--- src/sv/rfr_pkg.sv ---
// shared types and constants of the response frame recogniser
package rfr_pkg;

	localparam int unsigned MAX_FRAME = 128;
	localparam int unsigned LEN_W     = 8;
	localparam int unsigned POS_W     = 7;
	localparam int unsigned CFG_IDX_W = 2;

	localparam logic [7:0] HDR_BYTE = 8'h93;
	localparam logic [7:0] ACK_BYTE = 8'hE5;
	localparam logic [7:0] ERR_MASK = 8'hF0;
	localparam logic [7:0] ERR_BASE = 8'hE0;

	localparam logic [7:0]       EXP_CMD_RST   = 8'd170;
	localparam logic [LEN_W-1:0] FRAME_LEN_RST = 8'd4;
	localparam logic [LEN_W-1:0] MIN_LEN       = 8'd3;
	localparam logic [LEN_W-1:0] MAX_LEN       = LEN_W'(MAX_FRAME);

	typedef enum logic [CFG_IDX_W-1:0] {
		REG_EXP_CMD   = 2'd0,
		REG_FRAME_LEN = 2'd1
	} cfg_reg_t;

	typedef enum logic [2:0] {
		ST_PEND     = 3'd0,
		ST_OK       = 3'd1,
		ST_BAD_XOR  = 3'd2,
		ST_DEV_ERR  = 3'd3,
		ST_ACK      = 3'd4
	} status_t;

	typedef enum logic [4:0] {
		PH_START   = 5'b00001,
		PH_HUNT    = 5'b00010,
		PH_HEADER  = 5'b00100,
		PH_COLLECT = 5'b01000,
		PH_DONE    = 5'b10000
	} phase_t;

	typedef struct packed {
		status_t          status;
		logic [7:0]       data_byte;
		logic             in_frame;
		logic [POS_W-1:0] position;
	} result_t;

endpackage

--- src/sv/rfr_byte_if.sv ---
// input channel: action and received byte
interface rfr_byte_if;
	import rfr_pkg::*;

	logic       valid;
	logic       ready;
	logic       action;
	logic [7:0] rx_byte;

	modport source (output valid, output action, output rx_byte, input ready);
	modport sink   (input valid, input action, input rx_byte, output ready);
endinterface

--- src/sv/rfr_result_if.sv ---
// result channel: status, byte, frame flag and position
interface rfr_result_if;
	import rfr_pkg::*;

	logic             valid;
	logic             ready;
	status_t          status;
	logic [7:0]       data_byte;
	logic             in_frame;
	logic [POS_W-1:0] position;

	modport source (output valid, output status, output data_byte, output in_frame,
		output position, input ready);
	modport sink   (input valid, input status, input data_byte, input in_frame,
		input position, output ready);
endinterface

--- src/sv/rfr_cfg_if.sv ---
// configuration write channel: register index and data
interface rfr_cfg_if;
	import rfr_pkg::*;

	logic                 valid;
	logic                 ready;
	logic [CFG_IDX_W-1:0] index;
	logic [7:0]           data;

	modport source (output valid, output index, output data, input ready);
	modport sink   (input valid, input index, input data, output ready);
endinterface

--- src/sv/response_frame_recognizer_core.sv ---
// response frame recogniser: byte-serial reply frame hunt and check
//
// byte_ch takes one word per cycle: a received byte, or a restart (action set)
// that begins a new response. Each word gives exactly one word on result_ch:
// status (pending, frame ok, checksum bad, device error, acknowledge), the byte,
// whether it belongs to the frame and its position from the header.
// cfg_ch writes expected_cmd (index 0) and frame_length (index 1); it is always
// ready and should be written only while the block is idle.
// The result word appears in the cycle after acceptance; throughput is one
// word per cycle, set by the single state update feeding the result register.
// byte_ch stays ready while the result register is empty or being taken, so a
// stalled receiver holds the result and stops intake until it is taken.
// After a terminal outcome further bytes pass as pending until a restart.
// Reset empties the result register, returns to the start of a response and
// loads expected_cmd 0xAA and frame_length 4.
module response_frame_recognizer_core (
	input logic           clk,
	input logic           arst_n,
	rfr_byte_if.sink      byte_ch,
	rfr_result_if.source  result_ch,
	rfr_cfg_if.sink       cfg_ch
);
	import rfr_pkg::*;

	logic [7:0]       exp_cmd_q;
	logic [LEN_W-1:0] frame_len_q;
	phase_t           phase_q, phase_d;
	logic [7:0]       xor_q, xor_d;
	logic [POS_W-1:0] cnt_q, cnt_d;
	logic             out_valid_q;
	result_t          res_q, res_d;

	logic             take;
	logic [LEN_W-1:0] len_eff;
	logic [7:0]       b;
	logic             is_hdr, is_ack, is_err, last_byte;

	assign cfg_ch.ready   = 1'b1;
	assign byte_ch.ready  = !out_valid_q || result_ch.ready;
	assign take           = byte_ch.valid && byte_ch.ready;

	assign b         = byte_ch.rx_byte;
	assign is_hdr    = (b == HDR_BYTE);
	assign is_ack    = (b == ACK_BYTE);
	assign is_err    = !is_ack && ((b & ERR_MASK) == ERR_BASE);
	assign len_eff   = (frame_len_q < MIN_LEN) ? MIN_LEN :
		(frame_len_q > MAX_LEN) ? MAX_LEN : frame_len_q;
	assign last_byte = ({1'b0, cnt_q} + LEN_W'(1)) >= len_eff;

	always_comb begin
		phase_d = phase_q;
		xor_d   = xor_q;
		cnt_d   = cnt_q;
		res_d   = '{status: ST_PEND, data_byte: b, in_frame: 1'b0, position: '0};
		if (byte_ch.action) begin
			phase_d         = PH_START;
			xor_d           = '0;
			cnt_d           = '0;
			res_d.data_byte = '0;
		end else begin
			case (phase_q)
				PH_START, PH_HUNT: begin
					if (phase_q == PH_START && is_err) begin
						phase_d      = PH_DONE;
						res_d.status = ST_DEV_ERR;
					end else if (is_hdr) begin
						phase_d        = PH_HEADER;
						xor_d          = b;
						cnt_d          = POS_W'(1);
						res_d.in_frame = 1'b1;
					end else if (is_ack) begin
						phase_d      = PH_DONE;
						res_d.status = ST_ACK;
					end else begin
						phase_d = PH_HUNT;
					end
				end
				PH_HEADER: begin
					if (b == exp_cmd_q) begin
						phase_d        = PH_COLLECT;
						xor_d          = HDR_BYTE ^ b;
						cnt_d          = POS_W'(2);
						res_d.in_frame = 1'b1;
						res_d.position = POS_W'(1);
					end else if (is_hdr) begin
						xor_d          = b;
						cnt_d          = POS_W'(1);
						res_d.in_frame = 1'b1;
					end else if (is_ack) begin
						phase_d      = PH_DONE;
						res_d.status = ST_ACK;
					end else begin
						phase_d = PH_HUNT;
						xor_d   = '0;
						cnt_d   = '0;
					end
				end
				PH_COLLECT: begin
					res_d.in_frame = 1'b1;
					res_d.position = cnt_q;
					if (last_byte) begin
						phase_d      = PH_DONE;
						res_d.status = (b == xor_q) ? ST_OK : ST_BAD_XOR;
					end else begin
						xor_d = xor_q ^ b;
						cnt_d = cnt_q + POS_W'(1);
					end
				end
				default: begin
					phase_d = PH_DONE;
				end
			endcase
		end
	end

	always_ff @(posedge clk or negedge arst_n) begin
		if (!arst_n) begin
			exp_cmd_q   <= EXP_CMD_RST;
			frame_len_q <= FRAME_LEN_RST;
		end else if (cfg_ch.valid) begin
			case (cfg_ch.index)
				REG_EXP_CMD:   exp_cmd_q   <= cfg_ch.data;
				REG_FRAME_LEN: frame_len_q <= cfg_ch.data;
				default: ;
			endcase
		end
	end

	always_ff @(posedge clk or negedge arst_n) begin
		if (!arst_n) begin
			phase_q     <= PH_START;
			xor_q       <= '0;
			cnt_q       <= '0;
			out_valid_q <= 1'b0;
		end else begin
			if (take) begin
				phase_q <= phase_d;
				xor_q   <= xor_d;
				cnt_q   <= cnt_d;
			end
			if (take) begin
				out_valid_q <= 1'b1;
			end else if (result_ch.ready) begin
				out_valid_q <= 1'b0;
			end
		end
	end

	always_ff @(posedge clk) begin
		if (take) begin
			res_q <= res_d;
		end
	end

	assign result_ch.valid     = out_valid_q;
	assign result_ch.status    = res_q.status;
	assign result_ch.data_byte = res_q.data_byte;
	assign result_ch.in_frame  = res_q.in_frame;
	assign result_ch.position  = res_q.position;

`ifndef ASSERT_OFF
	a_restart_clears: assert property (@(posedge clk) disable iff (!arst_n)
		take && byte_ch.action |=> result_ch.valid && result_ch.status == ST_PEND
		&& result_ch.data_byte == 8'h00 && phase_q == PH_START)
		else $error("restart word did not give an all-zero result");

	a_done_is_quiet: assert property (@(posedge clk) disable iff (!arst_n)
		take && !byte_ch.action && phase_q == PH_DONE
		|=> result_ch.status == ST_PEND && !result_ch.in_frame)
		else $error("byte after terminal outcome was not passed as pending");

	a_terminal_phase: assert property (@(posedge clk) disable iff (!arst_n)
		result_ch.valid && result_ch.status != ST_PEND |-> phase_q == PH_DONE)
		else $error("terminal result without done phase");

	a_position_in_frame: assert property (@(posedge clk) disable iff (!arst_n)
		result_ch.valid && !result_ch.in_frame |-> result_ch.position == '0)
		else $error("position set outside a frame");

	a_ready_when_empty: assert property (@(posedge clk) disable iff (!arst_n)
		!result_ch.valid |-> byte_ch.ready)
		else $error("input stalled with empty result register");
`endif

endmodule
--- src/flat_wrapper.sv ---
// flat-port wrapper written by rule: the top's interface ports become plain ports
module response_frame_recognizer_core_flat import rfr_pkg::*;
  (clk, arst_n, byte_ch_valid, byte_ch_action, byte_ch_rx_byte, byte_ch_ready, result_ch_valid, result_ch_status, result_ch_data_byte, result_ch_in_frame, result_ch_position, result_ch_ready, cfg_ch_valid, cfg_ch_index, cfg_ch_data, cfg_ch_ready);
  rfr_byte_if byte_ch_i ();
  rfr_result_if result_ch_i ();
  rfr_cfg_if cfg_ch_i ();
  input logic clk;
  input logic arst_n;
  input wire logic [$bits(byte_ch_i.valid)-1:0] byte_ch_valid;
  input wire logic [$bits(byte_ch_i.action)-1:0] byte_ch_action;
  input wire logic [$bits(byte_ch_i.rx_byte)-1:0] byte_ch_rx_byte;
  output wire logic [$bits(byte_ch_i.ready)-1:0] byte_ch_ready;
  output wire logic [$bits(result_ch_i.valid)-1:0] result_ch_valid;
  output wire logic [$bits(result_ch_i.status)-1:0] result_ch_status;
  output wire logic [$bits(result_ch_i.data_byte)-1:0] result_ch_data_byte;
  output wire logic [$bits(result_ch_i.in_frame)-1:0] result_ch_in_frame;
  output wire logic [$bits(result_ch_i.position)-1:0] result_ch_position;
  input wire logic [$bits(result_ch_i.ready)-1:0] result_ch_ready;
  input wire logic [$bits(cfg_ch_i.valid)-1:0] cfg_ch_valid;
  input wire logic [$bits(cfg_ch_i.index)-1:0] cfg_ch_index;
  input wire logic [$bits(cfg_ch_i.data)-1:0] cfg_ch_data;
  output wire logic [$bits(cfg_ch_i.ready)-1:0] cfg_ch_ready;
  assign byte_ch_i.valid = byte_ch_valid;
  assign byte_ch_i.action = byte_ch_action;
  assign byte_ch_i.rx_byte = byte_ch_rx_byte;
  assign byte_ch_ready = byte_ch_i.ready;
  assign result_ch_valid = result_ch_i.valid;
  assign result_ch_status = result_ch_i.status;
  assign result_ch_data_byte = result_ch_i.data_byte;
  assign result_ch_in_frame = result_ch_i.in_frame;
  assign result_ch_position = result_ch_i.position;
  assign result_ch_i.ready = result_ch_ready;
  assign cfg_ch_i.valid = cfg_ch_valid;
  assign cfg_ch_i.index = cfg_ch_index;
  assign cfg_ch_i.data = cfg_ch_data;
  assign cfg_ch_ready = cfg_ch_i.ready;
  response_frame_recognizer_core u_core (.clk(clk), .arst_n(arst_n), .byte_ch(byte_ch_i), .result_ch(result_ch_i), .cfg_ch(cfg_ch_i));
endmodule
--- config.mk ---
export PLATFORM = sky130hd
export DESIGN_NAME = response_frame_recognizer_core_flat
export DESIGN_NICKNAME = d
export VERILOG_FILES = /design/src/sv/rfr_pkg.sv /design/src/sv/rfr_byte_if.sv /design/src/sv/rfr_result_if.sv /design/src/sv/rfr_cfg_if.sv /design/src/sv/response_frame_recognizer_core.sv /design/src/flat_wrapper.sv
export SDC_FILE = /design/constraint.sdc
export NUM_CORES = 1
export LEC_CHECK = 0
export BUFFER_PORTS_ARGS = -buffer_cell sky130_fd_sc_hd__buf_4
export CAP_MARGIN = 20
export CORE_MARGIN = 2
export CORE_UTILIZATION = 25
export CTS_CLUSTER_SIZE = 30
export DETAILED_ROUTE_END_ITERATION = 8
export PLACE_DENSITY = 0.53
export SKIP_LAST_GASP = 1
export SYNTH_ARGS = -nofsm -noshare
export SYNTH_HDL_FRONTEND = slang
export SYNTH_SLANG_ARGS = --single-unit
--- constraint.sdc ---
create_clock -name clk -period 4.2 [get_ports clk]
set_input_delay 0.42 -clock clk [delete_from_list [all_inputs] [get_ports clk]]
set_output_delay 0.42 -clock clk [all_outputs]
set_load 0.01 [all_outputs]
==> results of run 1 <==
-- report_power, final --
group          switching, mW  leakage, nW  internal, mW
clock network          0.200       0.0702         0.223
registers             0.0491        0.646         0.630
logic                  0.145        0.871         0.139
total                  0.394         1.59         0.992
-- flip-flops by register name, summed over array words and instances (netlist names) --
register,count
u_core.xor_q,8
u_core.frame_len_q,8
u_core.result_ch.status,3
u_core.result_ch.data_byte,8
u_core.result_ch.position,7
u_core.result_ch.valid,1
u_core.exp_cmd_q,8
u_core.phase_q,5
u_core.cnt_q,7
u_core.result_ch.in_frame,1
-- routing by layer --
layer / global-route usage / wire length (um) / vias up
met2: 0.168 / 3310 / 69
li1: - / - / 1166
met1: 0.164 / 3860 / 1143
met4: 0.0290 / 68 / 0
met5: 0 / 0 / -
met3: 0.0251 / 419 / 8
-- worst max-delay path: cells and delay by family, from the launching register on --
kind / cells / cell delay, ps
AND/OR/NAND/NOR: 6 / 1260
flip-flops: 1 / 400
AO/OA/AOI/OAI: 4 / 1290
adder cells (fa/ha/maj): 1 / 240
-- kinds of logic after synthesis --
kind of cell	Yosys count
AO/OA/AOI/OAI	55
AND/OR/NAND/NOR	120
XOR/XNOR	21
multiplexers	21
flip-flops	56
adder cells (fa/ha/maj)	9
other	1
buffers and inverters	22
-- worst paths after layout --
check | from | to | slack (ps) | depth (start not counted)
worst max register to register | u_core.frame_len_q[3] | u_core.xor_q[4] | 880 | 11
worst max-delay path | u_core.frame_len_q[3] | u_core.xor_q[4] | 880 | 11
max in group asynchronous | arst_n | u_core.phase_q[0] | 3750 | 1
worst min-delay path | arst_n | u_core.frame_len_q[6] | 90 | 1
min in group clk | byte_ch_valid | u_core.result_ch.valid | 330 | 2
worst min register to register | u_core.frame_len_q[0] | u_core.frame_len_q[0] | 530 | 1
-- cells in the final DEF (no fill, tap or decap), drive strengths merged, types with 4 or more instances in the layout --
cell	instances
ha	9
nand2b	9
nand4	4
and2	5
edfxtp	19
a31o	4
inv	6
dfstp	6
dfrtp	31
nor3	5
o31a	4
a22o	6
buf	46
nand2	31
nor4	4
mux2	20
xnor2	4
a21oi	9
nor2	28
nand3	10
a21o	9
nor2b	9
o21ai	11
clkbuf	5
xor2	17
-- final cells by class --
type | instances | share of cell area
well taps | 172 | 0.0551
clock buffers | 5 | 0.0321
clock inverters | 3 | 0.00545
inverters | 6 | 0.00577
multi-input cells | 227 | 0.429
flip-flops and latches | 56 | 0.385
repair buffers | 46 | 0.0878
-- stage by stage --
step / util / instances / total power, mW / instance area (um^2) / hold slack (ps)
after floorplan: - / 305 / 0.883 / 3290 / 124
after global placement: 0.295 / 506 / 0.968 / 3750 / 421
after detailed placement: 0.295 / 507 / 0.977 / 3760 / 424
after CTS: 0.307 / 515 / 1.40 / 3900 / 98.5
after global routing: 0.307 / 515 / 1.46 / 3900 / 119
final: 0.307 / 515 / 1.39 / 3900 / 86.8
==> results.sh, run 1 <==
export IMPL_hp_class="input pin to asynchronous set/reset pin"
export IMPL_gp_congestion=0.839
export IMPL_portBuffers=44
export IMPL_status="complete, no violations"
export IMPL_numCtsBuffers=5
export IMPL_synthSimpleGateAreaFrac=0.199
export IMPL_p_per_area_nw_per_um2=355
export IMPL_regArea_um2=1500
export IMPL_crit_chain="or4_1 > nor2_1 > nor2_1 > nor2_1 > ha_1 > nand2b_4 > a2111o_1 > a31oi_4 > o32ai_4 > or2_0 > a22o_1"
export IMPL_cts_sinks=56
export IMPL_syn_area_um2=3290
export IMPL_rows=41
export IMPL_period_needed_ps=3320
export IMPL_drt_iter0_drc=141
export IMPL_cts_tree="yes"
export IMPL_synth_top_family_by_area="simple AND/OR/NAND/NOR gates"
export IMPL_synth_compound_area_frac=0.146
export IMPL_crit_fanout=8
export IMPL_synth_flop_cell="dfrtp_1"
export IMPL_synth_common_cells="31 x dfrtp_1, 31 x nand2_1, 26 x nor2_1"
export IMPL_mappedNetlistNets=338
export IMPL_critical_path_max_stage_delay_ps=510
export IMPL_hpwl_um=5920
export IMPL_multi_input_area_um2=1670
export IMPL_finalMaxSlewViolations=0
export IMPL_critPathLaunchType="register"
export IMPL_grt_pass1_wl_um=12700
export IMPL_p_leak_nw=1.59
export IMPL_antenna_found_initial=0
export IMPL_synthArstFlopShare=0.661
export IMPL_path_common_cell="nor2_1"
export IMPL_arrival_ps=3510
export IMPL_drcViolationCount=0
export IMPL_worstSkewPairLatency_ps=300
export IMPL_crit_type="register to register"
export IMPL_crit_slowest_cell="or4_1"
export IMPL_slew_limit_headroom=0.473
export IMPL_synth_top_area_cell="dfrtp_1"
export IMPL_synth_mux_area_frac=0.0715
export IMPL_setup_viol=0
export IMPL_synth_edff_count=19
export IMPL_dr_pass1_iters=4
export IMPL_drive_above_1_share=0.309
export IMPL_peakVddDrop_mv=0.144
export IMPL_ios=46
export IMPL_fin_nets=375
export IMPL_finalSetupTns_ps=0
export IMPL_hold_violations=0
export IMPL_grt_pass1_vias=2370
export IMPL_nFillCells=1342
export IMPL_fmax_mhz=301
export IMPL_detail_route_antenna_nets=0
export IMPL_finalClockSkew_ps=7.57
export IMPL_rsz0062_at_grt="no"
export IMPL_syn2layout_area_growth_pct=18.7
export IMPL_cp_end_kind="register"
export IMPL_pre_cts_ws_ps=875
export IMPL_cap_violations=0
export IMPL_yosys_register_bits=56
export IMPL_ys_seq_area_frac=0.457
export IMPL_grt_max_degree=38
export IMPL_avgSynthCellArea_um2=10.8
export IMPL_yosys_warnings=0
export IMPL_wl_per_cell_um=14.9
export IMPL_setup_slack_ps=882
export IMPL_synth_adder_area_share=0.0342
export IMPL_synth_cell_type_count=63
export IMPL_grt_overflow_total=0
export IMPL_antenna_cells=0
export IMPL_postCtsSetupRepairBufs=0
export IMPL_cts_hold_buf=0
export IMPL_cts_max_level=2
export IMPL_path_clk_slew_ps=80
export IMPL_worstMarginPinSlew_ps=787
export IMPL_initial_core_util=0.258
export IMPL_vias=2386
export IMPL_clk_path_buf_depth=2
export IMPL_die_h_um=119
export IMPL_core_area_um2=12700
export IMPL_synth_top_cell_area_share=0.236
export IMPL_ctsResizeCount=0
export IMPL_synth_xor_area_frac=0.0559
export IMPL_die_area_um2=14100
export IMPL_root_buffer="clkbuf_16"
export IMPL_via_per_inst=4.63
export IMPL_synthTopCellsByArea="dfrtp_1 24%, edfxtp_1 17%, mux2_2 6.5%, dfstp_2 4.8%, xor2_1 4.5%"
export IMPL_syn_inst=305
export IMPL_fp_dieW_um=119
export IMPL_critPathRequiredTime_ps=4390
export IMPL_fin_crit_sh=0.790
export IMPL_grtUsageTotal=0.113
export IMPL_routed_wl_um=7660
No activity file was read; power rests on OpenSTA's default activity.
==> run 2: changes to the inputs <==
- PLACE_DENSITY: 0.53 -> 0.55
- clock period: 4.2 -> 2.94 ns (I/O delays scaled with it)
==> results.sh, run 2 (synthesis gave the netlist of run 1 again) <==
export IMPL_path_clk_slew_ps=80
export IMPL_fin_nets=389
export IMPL_postLayoutCellArea_um2=4080
export IMPL_drive_above_1_share=0.350
export IMPL_numCtsBuffers=5
export IMPL_ios=46
export IMPL_fin_util=0.321
export IMPL_setup_viol=9
export IMPL_antenna_found_initial=0
export IMPL_p_leak_nw=1.69
export IMPL_critPathRequiredTime_ps=3130
export IMPL_finalSetupTns_ps=-257
export IMPL_finalMaxSlewViolations=0
export IMPL_initial_core_util=0.258
export IMPL_pre_cts_ws_ps=-117
export IMPL_cts_sinks=56
export IMPL_cp_num_buf_inv=0
export IMPL_fin_cells=529
export IMPL_fin_crit_sh=1.01
export IMPL_failed_checks="setup timing"
export IMPL_antenna_cells=0
export IMPL_grt_pass1_wl_um=12800
export IMPL_period_needed_ps=2980
export IMPL_syn2layout_area_growth_pct=24.2
export IMPL_portBuffers=44
export IMPL_path_common_cell="nor2_1"
export IMPL_hold_ws_ps=207
export IMPL_fp_dieW_um=119
export IMPL_setup_slack_ps=-36.3
export IMPL_peakVddDrop_mv=0.249
export IMPL_hold_violations=0
export IMPL_drt_iter0_drc=153
export IMPL_rows=41
export IMPL_final_cell_mix="55 x buf_4, 31 x dfrtp_1, 30 x nand2_1"
export IMPL_grt_overflow_total=0
export IMPL_vias=2419
export IMPL_gp_congestion=0.882
export IMPL_grt_max_degree=38
export IMPL_cp_end_kind="register"
export IMPL_final_common_cell="buf_4"
export IMPL_arrival_ps=3170
export IMPL_hp_class="input pin to register"
export IMPL_finalClockSkew_ps=9.69
export IMPL_crit_family="simple AND/OR/NAND/NOR gates"
export IMPL_routed_wl_um=7720
export IMPL_worstSkewPairLatency_ps=300
export IMPL_grt_pass1_vias=2471
export IMPL_rsz0062_at_grt="yes"
export IMPL_via_per_inst=4.57
export IMPL_grtUsageTotal=0.113
export IMPL_dp_cells=518
export IMPL_critical_path_max_stage_delay_ps=540
export IMPL_crit_chain="or4_1 > nor2_2 > nor2_1 > nor2_1 > ha_1 > nand2b_4 > a2111o_1 > a31oi_4 > o32ai_4 > or2_4 > a22o_1"
export IMPL_worstMarginPinSlew_ps=785
export IMPL_wl_per_cell_um=14.6
export IMPL_total_power_mw=2.06
export IMPL_core_area_um2=12700
export IMPL_p_per_area_nw_per_um2=505
export IMPL_root_buffer="clkbuf_16"
export IMPL_cap_violations=0
export IMPL_fmax_mhz=336
export IMPL_nFillCells=1336
export IMPL_cts_max_level=2
export IMPL_status="complete, but fails checks"
export IMPL_die_area_um2=14100
export IMPL_clk_path_buf_depth=2
export IMPL_critPathLaunchType="register"
export IMPL_place_area_um2=3840
export IMPL_drcViolationCount=0
export IMPL_crit_fanout=7
export IMPL_crit_type="register to register"
export IMPL_detail_route_antenna_nets=0
export IMPL_die_h_um=119
export IMPL_crit_slowest_cell="or4_1"
export IMPL_hpwl_um=5870
export IMPL_slew_limit_headroom=0.472
export IMPL_cts_tree="yes"
export IMPL_dr_pass1_iters=4
[run 2: worst paths after layout]
| check | startpoint | end | slack, ps | depth (start not counted) |
|---|---|---|---|---|
| setup / recovery | u_core.frame_len_q[3] | u_core.xor_q[7] | -40 | 11 |
| hold / removal | byte_ch_valid | u_core.result_ch.valid | 210 | 2 |
| setup reg to reg | u_core.frame_len_q[3] | u_core.xor_q[7] | -40 | 11 |
| hold reg to reg | u_core.exp_cmd_q[6] | u_core.exp_cmd_q[6] | 530 | 1 |
| max in group asynchronous | arst_n | u_core.exp_cmd_q[5] | 2060 | 2 |
| min in group asynchronous | arst_n | u_core.phase_q[3] | 500 | 2 |
[run 2: power by group]
part / switching, mW / internal, mW / total, mW
logic: 0.225 / 0.243 / 0.468
registers: 0.0649 / 0.900 / 0.965
clock network: 0.299 / 0.328 / 0.627
[run 2: worst reg2reg max path, stage by stage, from the launching register on]
cell      delay (ps)
dfrtp_1          380
or4_1            540
nor2_2           110
nor2_1            40
nor2_1            90
ha_1             230
nand2b_4         130
a2111o_1         400
a31oi_4          230
o32ai_4          180
or2_4            310
a22o_1           240
[run 2: final cells by class]
type,instances,area (um^2),share of cell area
Timing Repair Buffer,60,468,0.115
Clock buffer,5,125,0.0306
Inverter,6,22.5,0.00552
Sequential cell,56,1500,0.368
Tap cell,172,215,0.0527
Clock inverter,3,33.8,0.00827
Multi-Input combinational cell,227,1710,0.420
[run 2: repair_timing]
action / CTS / global route
setup buffers: 1 / 2
setup endpoints to repair: 16 / 22
resized for setup: 7 / 11
hold endpoints to repair: 31 / 0
pin swaps: 5 / 4
hold buffers: 1 / 0
[run 2: routing by layer]
metal	global-route usage	routed length, um	part of all wire	vias up
met3	0.0246	475	0.062	2
met5	0	0	0	-
li1	-	-	-	1185
met1	0.159	3820	0.49	1168
met4	0.0283	31	0.0040	0
met2	0.175	3390	0.44	64
